## src/rtst_pkg.sv

```systemverilog
// rtst_pkg: shared types and constants for the repeating timer slot table
// used by rtst_cell and repeating_timer_slot_table_unit; no dependencies

package rtst_pkg;

  // default number of timer slots
  localparam int unsigned TIMER_SLOTS_DEF = 16;

  // most firings reported for one tick
  localparam int unsigned MAX_FIRES = 16;

  // a repeat count at or above this never counts down
  localparam logic [16:0] FOREVER_COUNT = 17'd99999;

  localparam int unsigned NOW_W  = 32;
  localparam int unsigned WAIT_W = 16;
  localparam int unsigned REPS_W = 17;

  typedef enum logic [1:0] {
    CmdTick   = 2'd0,
    CmdAdd    = 2'd1,
    CmdDelete = 2'd2
  } cmd_e;

  typedef enum logic [1:0] {
    StIdle,
    StScan,
    StPick,
    StFlush
  } state_e;

  // per-cell update strobes from the controller
  typedef struct packed {
    logic add;
    logic clear;
    logic fire;
  } cell_ctl_t;

endpackage

```

## src/rtst_cell.sv

```systemverilog
// rtst_cell: one timer slot plus one stage of the deadline compare chain
// depends on rtst_pkg

module rtst_cell #(
  parameter int unsigned CellIdx = 0,
  parameter int unsigned IdxW    = 4
) (
  input  logic                        clk_i,
  input  logic                        rst_ni,
  input  rtst_pkg::cell_ctl_t         ctl_i,
  input  logic [rtst_pkg::NOW_W-1:0]  now_i,
  input  logic [rtst_pkg::WAIT_W-1:0] wait_i,
  input  logic [rtst_pkg::REPS_W-1:0] reps_i,
  input  logic                        tok_valid_i,
  input  logic [rtst_pkg::NOW_W-1:0]  tok_over_i,
  input  logic [IdxW-1:0]             tok_idx_i,
  input  logic [rtst_pkg::REPS_W-1:0] tok_reps_i,
  output logic                        tok_valid_o,
  output logic [rtst_pkg::NOW_W-1:0]  tok_over_o,
  output logic [IdxW-1:0]             tok_idx_o,
  output logic [rtst_pkg::REPS_W-1:0] tok_reps_o,
  output logic                        free_o
);

  logic [rtst_pkg::WAIT_W-1:0] interval_q, interval_d;
  logic [rtst_pkg::NOW_W-1:0]  start_q, start_d;
  logic [rtst_pkg::REPS_W-1:0] reps_q, reps_d;
  logic [rtst_pkg::NOW_W-1:0]  elapsed_q;

  logic                        tok_valid_q;
  logic [rtst_pkg::NOW_W-1:0]  tok_over_q;
  logic [IdxW-1:0]             tok_idx_q;
  logic [rtst_pkg::REPS_W-1:0] tok_reps_q;

  logic [rtst_pkg::NOW_W:0]    diff;
  logic                        due;
  logic                        take;

  // borrow of elapsed - interval tells whether the slot is due
  assign diff = {1'b0, elapsed_q} - {{(rtst_pkg::NOW_W + 1 - rtst_pkg::WAIT_W){1'b0}}, interval_q};
  assign due  = (interval_q != '0) && !diff[rtst_pkg::NOW_W];
  // strictly later wins, so lower slots keep ties
  assign take = due && (!tok_valid_i || (diff[rtst_pkg::NOW_W-1:0] > tok_over_i));

  always_comb begin
    interval_d = interval_q;
    start_d    = start_q;
    reps_d     = reps_q;
    if (ctl_i.add) begin
      interval_d = wait_i;
      start_d    = now_i;
      reps_d     = reps_i;
    end else if (ctl_i.clear) begin
      interval_d = '0;
    end else if (ctl_i.fire) begin
      if (reps_q <= rtst_pkg::REPS_W'(1)) begin
        interval_d = '0;
      end else begin
        if (reps_q < rtst_pkg::FOREVER_COUNT) begin
          reps_d = reps_q - rtst_pkg::REPS_W'(1);
        end
        start_d = now_i;
      end
    end
  end

  always_ff @(posedge clk_i or negedge rst_ni) begin
    if (!rst_ni) begin
      interval_q  <= '0;
      tok_valid_q <= 1'b0;
    end else begin
      interval_q  <= interval_d;
      tok_valid_q <= take || tok_valid_i;
    end
  end

  always_ff @(posedge clk_i) begin
    start_q   <= start_d;
    reps_q    <= reps_d;
    elapsed_q <= now_i - start_q;
    if (take) begin
      tok_over_q <= diff[rtst_pkg::NOW_W-1:0];
      tok_idx_q  <= IdxW'(CellIdx);
      tok_reps_q <= reps_q;
    end else begin
      tok_over_q <= tok_over_i;
      tok_idx_q  <= tok_idx_i;
      tok_reps_q <= tok_reps_i;
    end
  end

  assign tok_valid_o = tok_valid_q;
  assign tok_over_o  = tok_over_q;
  assign tok_idx_o   = tok_idx_q;
  assign tok_reps_o  = tok_reps_q;
  assign free_o      = (interval_q == '0);

endmodule

```

## config.mk

```make
export PLATFORM = sky130hd
export DESIGN_NAME = rtst_cell
export DESIGN_NICKNAME = d
export VERILOG_FILES = /design/src/rtst_pkg.sv /design/src/rtst_cell.sv
export SDC_FILE = /design/constraint.sdc
export NUM_CORES = 1
export LEC_CHECK = 0
export BUFFER_PORTS_ARGS = -buffer_cell sky130_fd_sc_hd__buf_2
export CELL_PAD_IN_SITES_DETAIL_PLACEMENT = 0
export CELL_PAD_IN_SITES_GLOBAL_PLACEMENT = 1
export CORE_ASPECT_RATIO = 1.25
export CORE_MARGIN = 3
export CORE_UTILIZATION = 38
export CTS_CLUSTER_SIZE = 25
export DETAILED_ROUTE_END_ITERATION = 8
export GPL_TIMING_DRIVEN = 1
export PLACE_DENSITY = 0.79
export SLEW_MARGIN = 20
export SYNTH_ARGS = -nofsm -noshare
export SYNTH_HDL_FRONTEND = slang
export SYNTH_SLANG_ARGS = --single-unit
```

## constraint.sdc

```tcl
create_clock -name clk_i -period 7.3 [get_ports clk_i]
set_clock_uncertainty 0.15 [all_clocks]
set_input_delay 0.73 -clock clk_i [delete_from_list [all_inputs] [get_ports clk_i]]
set_output_delay 0.73 -clock clk_i [all_outputs]
set_load 0.1 [all_outputs]
```

======== Word-level counts from Yosys, hierarchy flattened ========
Index checks and enable logic that the tools add are counted.
word-level totals
  flip-flop bits (word level) ............. 151
  bits in latches ......................... 0
  RAM bits ................................ 0
  memory bits (read-only) ................. 0
  input port bits ......................... 124
  output and inout port bits .............. 55
  logic and storage cells ................. 46
  memories kept ........................... 0
operators by class
  add/subtract/negate cells ............... 3
  multipliers ............................. 0
  divide/modulo/power cells ............... 0
  $lt $le $gt $ge ......................... 3
  equality and inequality tests ........... 2
  shift operators ......................... 0
  mux-type cells .......................... 15
  bitwise logic cells ..................... 0
  reductions and logical operators ........ 15
operator list
  kind                   count
  $mux 32                5
  $mux 17                6
  $mux 16                4
  $sub 32x16->33         1
  $gt 32x32->1           1
  $sub 32x32->32         1
  $le 17x1->1 const B    1
  $lt 17x17->1 const B   1
  $sub 17x1->17 const B  1
  $logic_not 16->1       1
  $reduce_bool 16->1     1
  $reduce_bool 3->1      2
  $reduce_and 4->1       1
  $reduce_bool 2->1      2
  $reduce_and 3->1       1
  $logic_and 1x1->1      2
  $logic_not 1->1        2
  $logic_or 1x1->1       2
  $ne 2x1->1 const B     1
  $ne 2x2->1 const B     1
  $reduce_and 2->1       1

======== Logic depth before layout (Yosys ltp) ========
Gate-level depths: netlist of run 1.
  depth after elaboration ................. 6
  gate-level depth with buffers ........... 22
  mapped depth without buffers ............ 21

======== Least setup slack after synthesis of run 1 ========
No wires, ideal clock.
  kind .................................... reg-to-reg
  from .................................... register interval_q[0] (netlist bit)
  to ...................................... register tok_over_q (netlist bit tok_over_o[29])
  setup time .............................. 0.123 ns
  arrival ................................. 4.300 ns
  data required time ...................... 7.027 ns
  path slack .............................. 2.727 ns
  cell stages (with the launch flop) ...... 19
  path buffers ............................ 1
  period minus slack after synthesis ...... 4.573 ns
  cells stage by stage .................... dfrtp_1 -> ha_1 -> fa_1 -> nor2b_1 -> o21ai_0 -> a21boi_0 -> o31a_1 -> o211ai_1 -> a21oi_1 -> nor4_1 -> xor2_1 -> ha_1 -> nand4_1 -> nor4_1 -> o31ai_1 -> a211oi_1 -> o41ai_4 -> buf_6 -> mux2_1
on the way
  word-level cells in the longest chain between the ends .. 5
  elaborated cells on any way between the ends .. 8
  those cells by class .................... add/sub: 1; order compare: 1; mux: 1; reduce/logical: 5
RTL lines
  item                                                   line                              RTL
  from (decl)                                            rtst_cell.sv:25                   logic [rtst_pkg::WAIT_W-1:0] interval_q, interval_d;
  from (signal assigned)                                 rtst_cell.sv:72                   interval_q <= interval_d;
  $sub 32x16->33                                         rtst_cell.sv:40                   assign diff = {1'b0, elapsed_q} - {{(rtst_pkg::NOW_W + 1 - rtst_pkg::WAIT_W){1'b0}}, interval_q};
  $gt 32x32->1 or $logic_not 1->1 (tied branches)        rtst_cell.sv:43, rtst_cell.sv:41
  $logic_or 1x1->1 or $logic_and 1x1->1 (tied branches)  rtst_cell.sv:43, rtst_cell.sv:41
  $logic_and 1x1->1                                      rtst_cell.sv:43                   assign take = due && (!tok_valid_i || (diff[rtst_pkg::NOW_W-1:0] > tok_over_i));
  $mux 32 *                                              rtst_cell.sv:81                   if (take) begin
  to (signal assigned)                                   rtst_cell.sv:82                   tok_over_q <= diff[rtst_pkg::NOW_W-1:0];
  to (signal assigned)                                   rtst_cell.sv:86                   tok_over_q <= tok_over_i;
  to (decl)                                              rtst_cell.sv:31                   logic [rtst_pkg::NOW_W-1:0] tok_over_q;
Mark *: on every way between the ends. The rest lies on a longest branch, timed or not.
A chain may end at the register's enable or synchronous reset.

======== Worst setup path after layout of run 1 ========
  from .................................... register interval_q[0] (netlist bit)
  to ...................................... register tok_over_q (netlist bit tok_over_o[16])
The elaborated chain is that of the path after synthesis.

==> results of run 1 <==
## metrics by stage
step                utilization, %  instance area, um^2  hold slack (ns)
floorplan                        -                 8610            0.284
global placement              44.5                 9760            0.362
detailed placement            44.5                 9760            0.365
CTS                           47.2                10300           0.0660
global route                  47.2                10300           0.0875
finish                        47.2                10300           0.0637
## cell families (layout without fill, tap and decap cells)
logic type,count (synthesis),after routing,synth area share [%]
adder cells (fa/ha/maj),83,83,12.2
XOR/XNOR,66,66,6.71
AO/OA/AOI/OAI,215,215,16.4
AND/OR/NAND/NOR,210,210,12.3
multiplexers,40,40,5.23
buffers and inverters,113,306,5.33
flip-flops,151,151,41.8
## placed cells by master (no fill, tap or decap), types with 18 or more instances in the layout
cell type / instances
sky130_fd_sc_hd__nor3_1: 18
sky130_fd_sc_hd__dfxtp_1: 85
sky130_fd_sc_hd__a21oi_1: 55
sky130_fd_sc_hd__edfxtp_1: 49
sky130_fd_sc_hd__xor2_1: 29
sky130_fd_sc_hd__a21o_1: 36
sky130_fd_sc_hd__buf_2: 178
sky130_fd_sc_hd__xnor2_1: 37
sky130_fd_sc_hd__nor2_1: 52
sky130_fd_sc_hd__mux2_2: 39
sky130_fd_sc_hd__ha_1: 81
sky130_fd_sc_hd__o21ai_0: 49
sky130_fd_sc_hd__nand2_1: 50
sky130_fd_sc_hd__inv_1: 95
## worst max-delay path, cell delays in order, from the launching register on
cell and delay [ns]:
sky130_fd_sc_hd__dfrtp_1 0.40, sky130_fd_sc_hd__ha_1 0.24, sky130_fd_sc_hd__fa_1 0.42, sky130_fd_sc_hd__nor2b_1 0.12, sky130_fd_sc_hd__o21ai_0 0.09, sky130_fd_sc_hd__a21boi_0 0.31, sky130_fd_sc_hd__o31a_1 0.26, sky130_fd_sc_hd__o211ai_1 0.13
sky130_fd_sc_hd__a21oi_1 0.60, sky130_fd_sc_hd__nor2_1 0.14, sky130_fd_sc_hd__xor2_1 0.19, sky130_fd_sc_hd__ha_1 0.19, sky130_fd_sc_hd__a21o_1 0.15, sky130_fd_sc_hd__a21o_1 0.17, sky130_fd_sc_hd__a21oi_1 0.15, sky130_fd_sc_hd__o2111ai_1 0.17
sky130_fd_sc_hd__a211oi_1 0.28, sky130_fd_sc_hd__a211oi_1 0.17, sky130_fd_sc_hd__o41ai_4 0.07, sky130_fd_sc_hd__buf_4 0.61, sky130_fd_sc_hd__mux2_2 0.42
## final cells by class
| class | instances | area [um^2] | share of cell area [%] |
|---|---|---|---|
| flip-flops and latches | 151 | 3600 | 34.8 |
| multi-input cells | 614 | 4570 | 44.1 |
| inverters | 95 | 357 | 3.45 |
| well taps | 279 | 349 | 3.37 |
| clock inverters | 15 | 154 | 1.49 |
| repair buffers | 179 | 898 | 8.68 |
| clock buffers | 17 | 425 | 4.11 |
## power by group through the flow
stage | registers (mW) | clock network, mW | logic [mW]
global placement | 1.17 | 0 | 1.82
global route | 1.17 | 0.923 | 1.96
floorplan | 1.95 | 0 | 0.715
detailed placement | 1.17 | 0 | 1.83
finish | 1.15 | 0.866 | 1.83
CTS | 1.15 | 0.887 | 1.84
## routing by layer
layer	vias up	track usage [%]
li1	3498	-
met1	3052	21.2
met4	0	4.85
met2	159	28.8
met3	19	3.63
met5	-	0
## worst max path at each step
stage | depth (start not counted) | to | start | slack, ns
after floorplan | 18 | tok_over_o[29]$_DFF_P_ | interval_q[0]$_DFFE_PN0P_ | 2.73
after global placement | 20 | tok_reps_o[11]$_DFF_P_ | interval_q[0]$_DFFE_PN0P_ | 1.95
after detailed placement | 20 | tok_reps_o[15]$_DFF_P_ | interval_q[0]$_DFFE_PN0P_ | 1.77
after CTS | 20 | tok_over_o[16]$_DFF_P_ | interval_q[0]$_DFFE_PN0P_ | 1.72
after global routing | 20 | tok_over_o[5]$_DFF_P_ | interval_q[0]$_DFFE_PN0P_ | 1.43
final | 20 | tok_over_o[16]$_DFF_P_ | interval_q[0]$_DFFE_PN0P_ | 1.72
## flip-flops by register name (all words and copies together), names as in the netlist
signal       cells
reps_q          17
interval_q      16
elapsed_q       32
tok_idx_o        4
tok_valid_o      1
tok_reps_o      17
tok_over_o      32
start_q         32
==> impl_results.md, run 1 <==
- Outcome: finished, final reports clean
- Final Routed Wirelength: 20600 um
- Number of resized instances in the post-cts repair step: 0
- Worst min-delay path category: in -> async
- Classification of the worst setup path: reg -> reg
- Post-DP HPWL: 16500 um
- DR WL/cell: 15.3 um
- Clock buffers created by TritonCTS: 17
- CTS hold repair buffers: 0
- Overall die area: 0.0245 mm^2
- Clock-pin slew of the registers on the worst-case setup and hold paths: 0.07 ns
- Fraction of synthesized cell area taken by the top area cell type: 19.8%
- Root buffer selected by CTS: sky130_fd_sc_hd__clkbuf_16
- Number of placed cells counting well taps: 1318
- Post-synthesis net count: 1085
- Maximum number of buffers from clock root to sink: 2
- Cell Pwr Density: 372 mW/mm^2
- Global-route wire length before repair: 33100 um
- FF-to-FF Start: interval_q[0]$_DFFE_PN0P_
- Number of synthesized register bits: 151
- Die width: 141 um
- Sw Pwr: 1.81 mW
- PnR Total Power: 3.85 mW
- Tmin final: 5.58 ns
- Worst flop-to-flop path endpoint: tok_over_o[16]$_DFF_P_
- Hold Violations, Final: 0
- Remaining antenna violation count: 0
- Antenna violations before repair: 0
- Clk Latency, worst-skew pair: 0.44 ns
- Post-Route Setup TNS: 0 ns
- Setup crit end kind: register
- Part of the power in registers: 29.9%
- Core area: 0.0219 mm^2
- Post-route fraction of the period consumed by the critical path: 76.5%
- Most numerous cell types in the synthesized netlist: sky130_fd_sc_hd__inv_1 (95), sky130_fd_sc_hd__dfxtp_1 (85), sky130_fd_sc_hd__ha_1 (81)
- Worst Tran Pin Value: 0.912 ns
- Number of vias after detailed routing: 6728
- Number of global-route vias before repair: 6695
- Max-slew headroom at the worst pin: 39.2%
- Mapped Avg Cell Area: 9.81 um^2
- Switching fraction of total power: 47.1%
- Detailed-routing iteration count for the pre-antenna-repair pass: 4
- Proportion of register bits with asynchronous set or reset after synthesis: 11.3%
- Sequential area share after synthesis: 41.8%
- Most numerous cell in the Yosys netlist: sky130_fd_sc_hd__inv_1
- Ranking of synthesized cells by area: sky130_fd_sc_hd__dfxtp_1 (20%), sky130_fd_sc_hd__edfxtp_1 (17%), sky130_fd_sc_hd__ha_1 (12%)
- Detail Route met2 WL: 10000 um
- I/O Buffers: 178
- Count of non-filler cells in the finished layout: 1350
- Flip-flop cell with the highest count after synthesis: sky130_fd_sc_hd__dfxtp_1
- Area growth from synthesis to layout: 20.2%
- Slew Viols, Final: 0
- DRT iter0 DRCs: 285
- Cell area after synthesis: 0.00861 mm^2
- Power share of the clock group: 22.5%
- Starting density of the core: 39.3%
- Sort of element at the start of the critical path: register
- Diodes inserted: 0
- Boundary pin count: 179
- Cell internal power dissipation: 2.03 mW
- Yosys warning count: 0
- Uppermost layer routed: met4
- Leakage: 4.89 nW
- Pin count of the biggest net entering global routing: 63
- Arrival time at the worst endpoint: 5.75 ns
- TritonCTS clock tree: yes
- Setup slack of the critical path after layout: 1.72 ns
- Filler cells: 2117
- Via count normalized by instance count: 4.98
- Grt ovf: 0
- Total DRC errors in the routed layout: 0
- Number of violations of the max-capacitance limit: 0
- Total of endpoints with negative setup slack in the final report: 0
- Height of the die: 174 um
- Req. time, crit path: 7.47 ns
- Core Rows: 60
- Routed wire length on met3: 953 um
- Reg2Reg Setup Slack: 1.72 ns
- Number of H-tree levels: 4
- Setup repair after global routing missed its margin: no
- CTS sink count: 151
- Fraction of final layout cells sized beyond drive strength 1: 23.9%
- Number of enable-type register cells in the synthesized netlist: 49
- Final Wtd Congestion: 0.854
- Routed metal-1 wire length: 9370 um
- Aggregate global-route resource usage: 16.8%
- Crit-path max FO: 62
- Post-synthesis instance total: 878
- Yosys cell types: 57
- Highest clock frequency the design can meet: 179 MHz
- Max IR drop VDD: 0.000337 V
- Cell type contributing the most total cell area after synthesis: sky130_fd_sc_hd__dfxtp_1
- Cell count of the worst reg-to-reg path: 20
- Post-CTS setup-driven buffer insertion count: 0
- Combinational share of power: 47.6%
- Post-Place Worst Slack: 1.77 ns
- Nets: 1265
Power figures use the tool's default switching activity.
==> run 2, diff against run 1 <==
PLACE_DENSITY = 0.82   (was 0.79)
clock period = 4.5 ns   (was 7.3 ns; I/O delays follow)
==> run 2 against run 1 <==
Against the previous run:
- non-clock buffer count is 58 higher
- largest cell class unchanged
- routed wire length is 4.5% higher
- critical path depth is 4 lower
- largest power group unchanged
- final area is 7.4% higher
- worst setup slack worse by 1.8 ns
- sequential share of layout area is 2.4 points lower
- flip-flop and latch count stayed put
- the flow now finishes with violations (negative setup slack)
- critical path type unchanged
- combinational power is 80% higher
- via count is 5.1% higher
==> impl_results.md, run 2 (same netlist as run 1, synthesis figures left out) <==
- Max IR drop VDD: 0.000626 V (was 0.000337 V)
- Outcome: finished, violations left (was finished, final reports clean)
- Number of violations of the max-capacitance limit: 0 (unchanged)
- Post-DP HPWL: 16800 um (was 16500 um)
- DR WL/cell: 15.3 um (about the same)
- Root buffer selected by CTS: sky130_fd_sc_hd__clkbuf_16 (unchanged)
- Worst min-delay path category: in -> reg (was in -> async)
- Violated checks: negative setup slack
- Core Rows: 60 (unchanged)
- Number of H-tree levels: 4 (unchanged)
- Highest clock frequency the design can meet: 218 MHz (was 179 MHz)
- Placed Area: 0.0101 mm^2 (was 0.00976 mm^2)
- Total DRC errors in the routed layout: 0 (unchanged)
- Leakage: 5.27 nW (was 4.89 nW)
- Antenna violations before repair: 0 (unchanged)
- Setup crit end kind: register (unchanged)
- Core area: 0.0219 mm^2 (unchanged)
- Setup repair after global routing missed its margin: yes (was no)
- Aggregate global-route resource usage: 17.3% (was 16.8%)
- Pin count of the biggest net entering global routing: 53 (was 63)
- Worst flop-to-flop path endpoint: tok_over_o[22]$_DFF_P_ (was tok_over_o[16]$_DFF_P_)
- Total of endpoints with negative setup slack in the final report: 44 (was 0)
- Arrival time at the worst endpoint: 4.75 ns (was 5.75 ns)
- Height of the die: 174 um (unchanged)
- Fraction of final layout cells sized beyond drive strength 1: 31.1% (was 23.9%)
- DRT iter0 DRCs: 264 (was 285)
- TritonCTS clock tree: yes (unchanged)
- Most frequent standard cell in the layout excluding fill and tap cells: sky130_fd_sc_hd__buf_2 (unchanged)
- Hold Violations, Final: 0 (unchanged)
- Via count normalized by instance count: 5.02 (was 4.98)
- Number of placed cells counting well taps: 1356 (was 1318)
- Clock buffers created by TritonCTS: 17 (unchanged)
- Final Routed Wirelength: 21500 um (was 20600 um)
- Reg2Reg Setup Slack: -0.09 ns (was 1.72 ns)
- Req. time, crit path: 4.66 ns (was 7.47 ns)
- Worst setup path startpoint: elapsed_q[18]$_DFF_P_ (was interval_q[0]$_DFFE_PN0P_)
- Maximum number of buffers from clock root to sink: 2 (unchanged)
- CTS sink count: 151 (unchanged)
- Max-slew headroom at the worst pin: 38.6% (was 39.2%)
- Overall die area: 0.0245 mm^2 (unchanged)
- Tmin final: 4.59 ns (was 5.58 ns)
- Filler cells: 2019 (was 2117)
- Sort of element at the start of the critical path: register (unchanged)
- FF-to-FF Start: elapsed_q[18]$_DFF_P_ (was interval_q[0]$_DFFE_PN0P_)
- Worst Tran Pin Value: 0.922 ns (was 0.912 ns)
- Number of global-route vias before repair: 7016 (was 6695)
- Cell Pwr Density: 599 mW/mm^2 (was 372 mW/mm^2)
- Nets: 1323 (was 1265)
- Post-Route Setup TNS: -1.78 ns (was 0 ns)
- Worst hold stages: 1
- Die width: 141 um (unchanged)
- Diodes inserted: 0 (unchanged)
- Detailed-routing iteration count for the pre-antenna-repair pass: 5 (was 4)
- Final Wtd Congestion: 0.876 (was 0.854)
- Number of vias after detailed routing: 7074 (was 6728)
- Crit-path max FO: 7 (was 62)
- Grt ovf: 0 (unchanged)
- Capturing instance or port of the critical path: tok_over_o[22]$_DFF_P_ (was tok_over_o[16]$_DFF_P_)
- Area growth from synthesis to layout: 29.0% (was 20.2%)
- Global-route wire length before repair: 34400 um (was 33100 um)
- Area of all placed cells without fillers: 0.0111 mm^2 (was 0.0103 mm^2)
- Boundary pin count: 179 (unchanged)
- Clock-pin slew of the registers on the worst-case setup and hold paths: 0.07 ns (about the same)
- Setup slack of the critical path after layout: -0.0859 ns (was 1.72 ns)
- Clk Latency, worst-skew pair: 0.44 ns (about the same)
- Most frequent cells in the layout: sky130_fd_sc_hd__buf_2 (178), sky130_fd_sc_hd__inv_1 (95), sky130_fd_sc_hd__dfxtp_1 (85) (unchanged)
- Slew Viols, Final: 0 (unchanged)
- Worst hold margin: 0.0570 ns (was 0.0637 ns)
- Count of non-filler cells in the finished layout: 1408 (was 1350)
- Cell count of the worst reg-to-reg path: 16 (was 20)
- Post-route fraction of the period consumed by the critical path: 102% (was 76.5%)
- I/O Buffers: 178 (unchanged)
- Post-Place Worst Slack: -0.357 ns (was 1.77 ns)
- Starting density of the core: 39.3% (unchanged)
- Remaining antenna violation count: 0 (unchanged)
- Classification of the worst setup path: reg -> reg (unchanged)
==> run 2: changes by cell type in the layout (fill, tap and decap cells not counted), moves of 4 or more <==
cell	before	now
sky130_fd_sc_hd__mux2_4	0	7
sky130_fd_sc_hd__mux2_2	39	32
sky130_fd_sc_hd__a21oi_1	55	49
sky130_fd_sc_hd__buf_4	1	53
sky130_fd_sc_hd__o21ai_0	49	42
sky130_fd_sc_hd__o21ai_1	0	6
sky130_fd_sc_hd__a21oi_2	0	6
sky130_fd_sc_hd__nor3_1	18	13
sky130_fd_sc_hd__inv_6	7	3
==> run 2: worst min path at each step <==
stage / start / to / slack [ns]
5_1_grt: now_i[0] / start_q[0]$_DFFE_PP_ / 0.04
4_1_cts: now_i[0] / start_q[0]$_DFFE_PP_ / 0.04
3_3_place_gp: rst_ni / interval_q[14]$_DFFE_PN0P_ / 0.24
6_report: now_i[0] / start_q[0]$_DFFE_PP_ / 0.06
2_1_floorplan: rst_ni / interval_q[0]$_DFFE_PN0P_ / 0.004
3_5_place_dp: rst_ni / interval_q[3]$_DFFE_PN0P_ / 0.25
==> run 2: where the power goes <==
group | total, mW | leakage [nW] | switching, mW | internal [mW]
Sequential | 1.87 | 1.42 | 0.153 | 1.72
Combinational | 3.30 | 3.56 | 2.27 | 1.03
Clock | 1.48 | 0.294 | 0.634 | 0.842
Total | 6.66 | 5.27 | 3.06 | 3.60
==> run 2: layout make-up <==
cell class                 count  area (um^2)  share of cell area, %
timing repair buffer         237         1400                   12.6
sequential                   151         3600                   32.4
clock buffer                  17          425                   3.83
multi-input combinational    614         4800                   43.2
inverter                      95          357                   3.21
clock inverter                15          184                   1.66
tap                          279          349                   3.14
==> run 2: worst max-delay path, stage by stage (launching register included) <==
cell and delay [ns]:
sky130_fd_sc_hd__dfxtp_1 0.36, sky130_fd_sc_hd__or3_4 0.45, sky130_fd_sc_hd__or3_1 0.33, sky130_fd_sc_hd__or3_1 0.42, sky130_fd_sc_hd__or3_4 0.40, sky130_fd_sc_hd__nor2_1 0.13, sky130_fd_sc_hd__xor2_1 0.28, sky130_fd_sc_hd__ha_1 0.22
sky130_fd_sc_hd__a21o_1 0.11, sky130_fd_sc_hd__a21o_1 0.12, sky130_fd_sc_hd__a21oi_2 0.07, sky130_fd_sc_hd__o2111ai_2 0.26, sky130_fd_sc_hd__a211oi_2 0.06, sky130_fd_sc_hd__a211oi_2 0.30, sky130_fd_sc_hd__o41ai_4 0.25, sky130_fd_sc_hd__buf_4 0.24
sky130_fd_sc_hd__mux2_4 0.30
==> run 2: what timing repair did <==
action                     4_1_cts  5_1_grt
hold endpoints to repair        17        0
gates cloned                     0        1
gates resized for setup         26       33
setup buffers                   11        7
setup endpoints to repair       53       53
hold buffers                     1        0
pin swaps                       15       14
==> run 2: stage by stage <==
step / total power [mW] / utilization (%)
after CTS: 6.58 / 49.6
after global routing: 7.00 / 50.7
after global placement: 4.99 / 46.0
after detailed placement: 5.02 / 46.0
final: 6.66 / 50.7
after floorplan: 4.32 / -
==> run 2: metal layers <==
metal	share of wire, %	GRT usage [%]	vias to the layer above	wire length (um)
met5	0	0	-	0
met1	43	21.3	3263	9330
met4	1.6	5.86	0	343
li1	-	-	3611	-
met3	5.1	2.86	24	1100
met2	50	30.4	176	10800
==> run 3, diff against run 2 <==
ABC_AREA = 1   (was default)
CORE_UTILIZATION = 37   (was 38)
PLACE_DENSITY = 0.84   (was 0.82)
==> run 3 against run 2 <==
Against the previous run:
- final area rose by 3.2%
- hold slack got worse by 0.0065 ns
- critical endpoint is now tok_over_o[5]$_DFF_P_
- largest cell class unchanged
- the flow now finishes without violations
- maximum frequency rose by 17%
- highest routed layer unchanged
==> impl_results.md, run 3 <==
- Number of global-route vias before repair: 8903 (was 7016)
- Ranking of synthesized cells by area: sky130_fd_sc_hd__dfxtp_1 (18%), sky130_fd_sc_hd__nand2_1 (16%), sky130_fd_sc_hd__edfxtp_1 (15%) (was sky130_fd_sc_hd__dfxtp_1 (20%), sky130_fd_sc_hd__edfxtp_1 (17%), sky130_fd_sc_hd__ha_1 (12%))
- Setup slack of the critical path after layout: 0.580 ns (was -0.0859 ns)
- FF-to-FF Start: interval_q[0]$_DFFE_PN0P_ (was elapsed_q[18]$_DFF_P_)
- Yosys warning count: 0 (unchanged)
- DR WL/cell: 13.9 um (was 15.3 um)
- Highest clock frequency the design can meet: 255 MHz (was 218 MHz)
- Total DRC errors in the routed layout: 0 (unchanged)
- Sort of element at the start of the critical path: register (unchanged)
- Post-route fraction of the period consumed by the critical path: 87.1% (was 102%)
- Worst min-delay path category: in -> reg (unchanged)
- Detailed-routing iteration count for the pre-antenna-repair pass: 5 (unchanged)
- Boundary pin count: 179 (unchanged)
- Mapped Avg Cell Area: 7.17 um^2 (was 9.81 um^2)
- Most numerous cell types in the synthesized netlist: sky130_fd_sc_hd__nand2_1 (401), sky130_fd_sc_hd__inv_1 (191), sky130_fd_sc_hd__nor2_1 (118) (was sky130_fd_sc_hd__inv_1 (95), sky130_fd_sc_hd__dfxtp_1 (85), sky130_fd_sc_hd__ha_1 (81))
- Die width: 150 um (was 141 um)
- Post-synthesis instance total: 1335 (was 878)
- Setup repair after global routing missed its margin: no (was yes)
- Register area: 0.00360 mm^2 (unchanged)
- Area of the multi-input gates: 0.00512 mm^2 (was 0.00480 mm^2)
- Setup crit end kind: register (unchanged)
- Worst hold margin: 0.0505 ns (was 0.0570 ns)
- Root buffer selected by CTS: sky130_fd_sc_hd__clkbuf_16 (unchanged)
- Core Rows: 65 (was 60)
- Post-DP HPWL: 21200 um (was 16800 um)
- Height of the die: 186 um (was 174 um)
- Final Routed Wirelength: 25900 um (was 21500 um)
- TritonCTS clock tree: yes (unchanged)
- Reg2Reg Setup Slack: 0.58 ns (was -0.09 ns)
- Worst Tran Pin Value: 0.847 ns (was 0.922 ns)
- Post-CTS setup-driven buffer insertion count: 0 (was 11)
- Number of synthesized register bits: 151 (unchanged)
- Filler cells: 2683 (was 2019)
- Total of endpoints with negative setup slack in the final report: 0 (was 44)
- Overall die area: 0.0278 mm^2 (was 0.0245 mm^2)
- Global-route wire length before repair: 42000 um (was 34400 um)
- Pin count of the biggest net entering global routing: 54 (was 53)
- Aggregate global-route resource usage: 19.0% (was 17.3%)
- Via count normalized by instance count: 4.80 (was 5.02)
- Capturing instance or port of the critical path: tok_over_o[5]$_DFF_P_ (was tok_over_o[22]$_DFF_P_)
- Clk Latency, worst-skew pair: 0.44 ns (about the same)
- Max IR drop VDD: 0.000313 V (was 0.000626 V)
- Cell count of the worst reg-to-reg path: 22 (was 16)
- Proportion of register bits with asynchronous set or reset after synthesis: 11.3% (unchanged)
- Number of resized instances in the post-cts repair step: 0 (was 26)
- Final Wtd Congestion: 0.875 (was 0.876)
- CTS sink count: 151 (unchanged)
- Cell area after synthesis: 0.00957 mm^2 (was 0.00861 mm^2)
- Fraction of synthesized cell area taken by the top area cell type: 17.8% (was 19.8%)
- Cell type contributing the most total cell area after synthesis: sky130_fd_sc_hd__dfxtp_1 (unchanged)
- Most frequent cells in the layout: sky130_fd_sc_hd__nand2_1 (401), sky130_fd_sc_hd__inv_1 (191), sky130_fd_sc_hd__buf_2 (178) (was sky130_fd_sc_hd__buf_2 (178), sky130_fd_sc_hd__inv_1 (95), sky130_fd_sc_hd__dfxtp_1 (85))
- Area growth from synthesis to layout: 19.8% (was 29.0%)
- Starting density of the core: 37.7% (was 39.3%)
- Number of enable-type register cells in the synthesized netlist: 49 (unchanged)
- Sequential area share after synthesis: 37.6% (was 41.8%)
- Flip-flop cell with the highest count after synthesis: sky130_fd_sc_hd__dfxtp_1 (unchanged)
- Cell Pwr Density: 546 mW/mm^2 (was 599 mW/mm^2)
- Most numerous cell in the Yosys netlist: sky130_fd_sc_hd__nand2_1 (was sky130_fd_sc_hd__inv_1)
- Worst flop-to-flop path endpoint: tok_over_o[5]$_DFF_P_ (was tok_over_o[22]$_DFF_P_)
- PnR Total Power: 6.26 mW (was 6.66 mW)
- Maximum number of buffers from clock root to sink: 2 (unchanged)
- Post-Place Worst Slack: 0.650 ns (was -0.357 ns)
- Crit-path max FO: 49 (was 7)
- Diodes inserted: 0 (unchanged)
- Max-slew headroom at the worst pin: 43.5% (was 38.6%)
- Number of violations of the max-capacitance limit: 0 (unchanged)
- Grt ovf: 0 (unchanged)
- Share of the core filled with cells: 45.2% (was 50.7%)
- Antenna violations before repair: 0 (unchanged)
- Outcome: finished, final reports clean (was finished, violations left)
- Req. time, crit path: 4.73 ns (was 4.66 ns)
- Hold Violations, Final: 0 (unchanged)
- Post-Route Setup TNS: 0 ns (was -1.78 ns)
- Number of vias after detailed routing: 8937 (was 7074)
- I/O Buffers: 178 (unchanged)
- Tmin final: 3.92 ns (was 4.59 ns)
- Clock buffers created by TritonCTS: 17 (unchanged)
- Number of H-tree levels: 4 (unchanged)
- Worst setup path startpoint: interval_q[0]$_DFFE_PN0P_ (was elapsed_q[18]$_DFF_P_)
- Arrival time at the worst endpoint: 4.15 ns (was 4.75 ns)
- Slew Viols, Final: 0 (unchanged)
- Classification of the worst setup path: reg -> reg (unchanged)
- Core area: 0.0254 mm^2 (was 0.0219 mm^2)
- Remaining antenna violation count: 0 (unchanged)
- DRT iter0 DRCs: 329 (was 264)
- Nets: 1722 (was 1323)
- CTS hold repair buffers: 1 (unchanged)
- Fraction of final layout cells sized beyond drive strength 1: 15.2% (was 31.1%)
- Leakage: 5.94 nW (was 5.27 nW)
- Clock-pin slew of the registers on the worst-case setup and hold paths: 0.06 ns (was 0.07 ns)
- Most frequent standard cell in the layout excluding fill and tap cells: sky130_fd_sc_hd__nand2_1 (was sky130_fd_sc_hd__buf_2)
- Yosys cell types: 46 (was 57)
- Post-synthesis net count: 1542 (was 1085)
run 3: cell count changes in the layout (fill, tap and decap cells not counted), moves of 8 or more:
cell / delta
sky130_fd_sc_hd__a21o_1: -33
sky130_fd_sc_hd__nand2b_1: -9
sky130_fd_sc_hd__nor2_1: +67
sky130_fd_sc_hd__nand2_1: +352
sky130_fd_sc_hd__nor3_1: +8
sky130_fd_sc_hd__buf_4: -50
sky130_fd_sc_hd__a21oi_1: +22
sky130_fd_sc_hd__mux2_2: -32
sky130_fd_sc_hd__xnor2_1: -27
sky130_fd_sc_hd__inv_1: +96
sky130_fd_sc_hd__nand3_1: +98
sky130_fd_sc_hd__a22o_1: -17
sky130_fd_sc_hd__nor2b_1: -9
run 3: stage by stage:
step,cell area (um^2),std cells
after floorplan,9570,1335
after global placement,10800,1830
after detailed placement,10800,1830
after CTS,11500,1863
after global routing,11500,1863
final,11500,1863
run 3: final cells by class:
cell class                      instances  share of cell area [%]
Clock buffer                           23                    4.28
Clock inverter                          9                    1.18
Inverter                              198                    6.48
Multi-Input combinational cell        963                    44.6
Sequential cell                       151                    31.4
Tap cell                              335                    3.66
Timing Repair Buffer                  184                    8.40
run 3: worst max-delay path: stages (launching register included):
cell                      delay [ns]
sky130_fd_sc_hd__dfrtp_1        0.40
sky130_fd_sc_hd__ha_1           0.25
sky130_fd_sc_hd__fa_1           0.43
sky130_fd_sc_hd__o21ai_2        0.25
sky130_fd_sc_hd__nand2_1        0.08
sky130_fd_sc_hd__nand2_1        0.13
sky130_fd_sc_hd__nand2_1        0.07
sky130_fd_sc_hd__nand2_1        0.18
sky130_fd_sc_hd__nand2_1        0.10
sky130_fd_sc_hd__nand3_1        0.08
sky130_fd_sc_hd__nand2_1        0.08
sky130_fd_sc_hd__ha_1           0.28
sky130_fd_sc_hd__nand2_1        0.06
sky130_fd_sc_hd__nor2_1         0.23
sky130_fd_sc_hd__nand4_1        0.12
sky130_fd_sc_hd__nor2_1         0.16
sky130_fd_sc_hd__nand4_1        0.14
sky130_fd_sc_hd__nand2_1        0.11
sky130_fd_sc_hd__nand2_2        0.08
sky130_fd_sc_hd__nand2_2        0.09
sky130_fd_sc_hd__buf_12         0.24
sky130_fd_sc_hd__nand2_1        0.09
sky130_fd_sc_hd__nand2_1        0.06
run 3: kinds of logic (layout without fill, tap and decap cells):
group                      Yosys count  after routing  share of synthesized area, %
DFF                                151            151                          37.6
and+or+nand+nor                    684            684                          29.7
xor gates and xnor gates            41             41                          3.75
adders and majority gates           83             83                          11.0
AOI/OAI and AO/OA                  155            155                          8.99
buffers and inverters              221            414                          8.97
run 3: how the worst min path moves through the flow:
stage	from	to	slack, ns	cells past startpoint
CTS	tok_reps_i[2]	tok_reps_o[2]$_DFF_P_	0.03	3
detailed placement	rst_ni	interval_q[3]$_DFFE_PN0P_	0.24	1
global placement	rst_ni	interval_q[3]$_DFFE_PN0P_	0.24	1
floorplan	rst_ni	interval_q[0]$_DFFE_PN0P_	0.004	0
global route	now_i[12]	start_q[12]$_DFFE_PP_	0.04	1
finish	tok_reps_i[2]	tok_reps_o[2]$_DFF_P_	0.05	3
run 3: where the power goes:
group	leakage, nW	internal, mW	switching, mW
Sequential	1.41	1.69	0.128
Clock	0.297	0.942	0.571
Combinational	4.23	0.705	2.22
Total	5.94	3.34	2.92
run 3: routing by layer:
layer / share of wire, % / global-route usage, % / vias up
met1: 41 / 21.0 / 4013
li1: - / - / 4670
met3: 5.0 / 3.82 / 44
met2: 51 / 35.4 / 210
met5: 0 / 0 / -
met4: 2.9 / 7.29 / 0
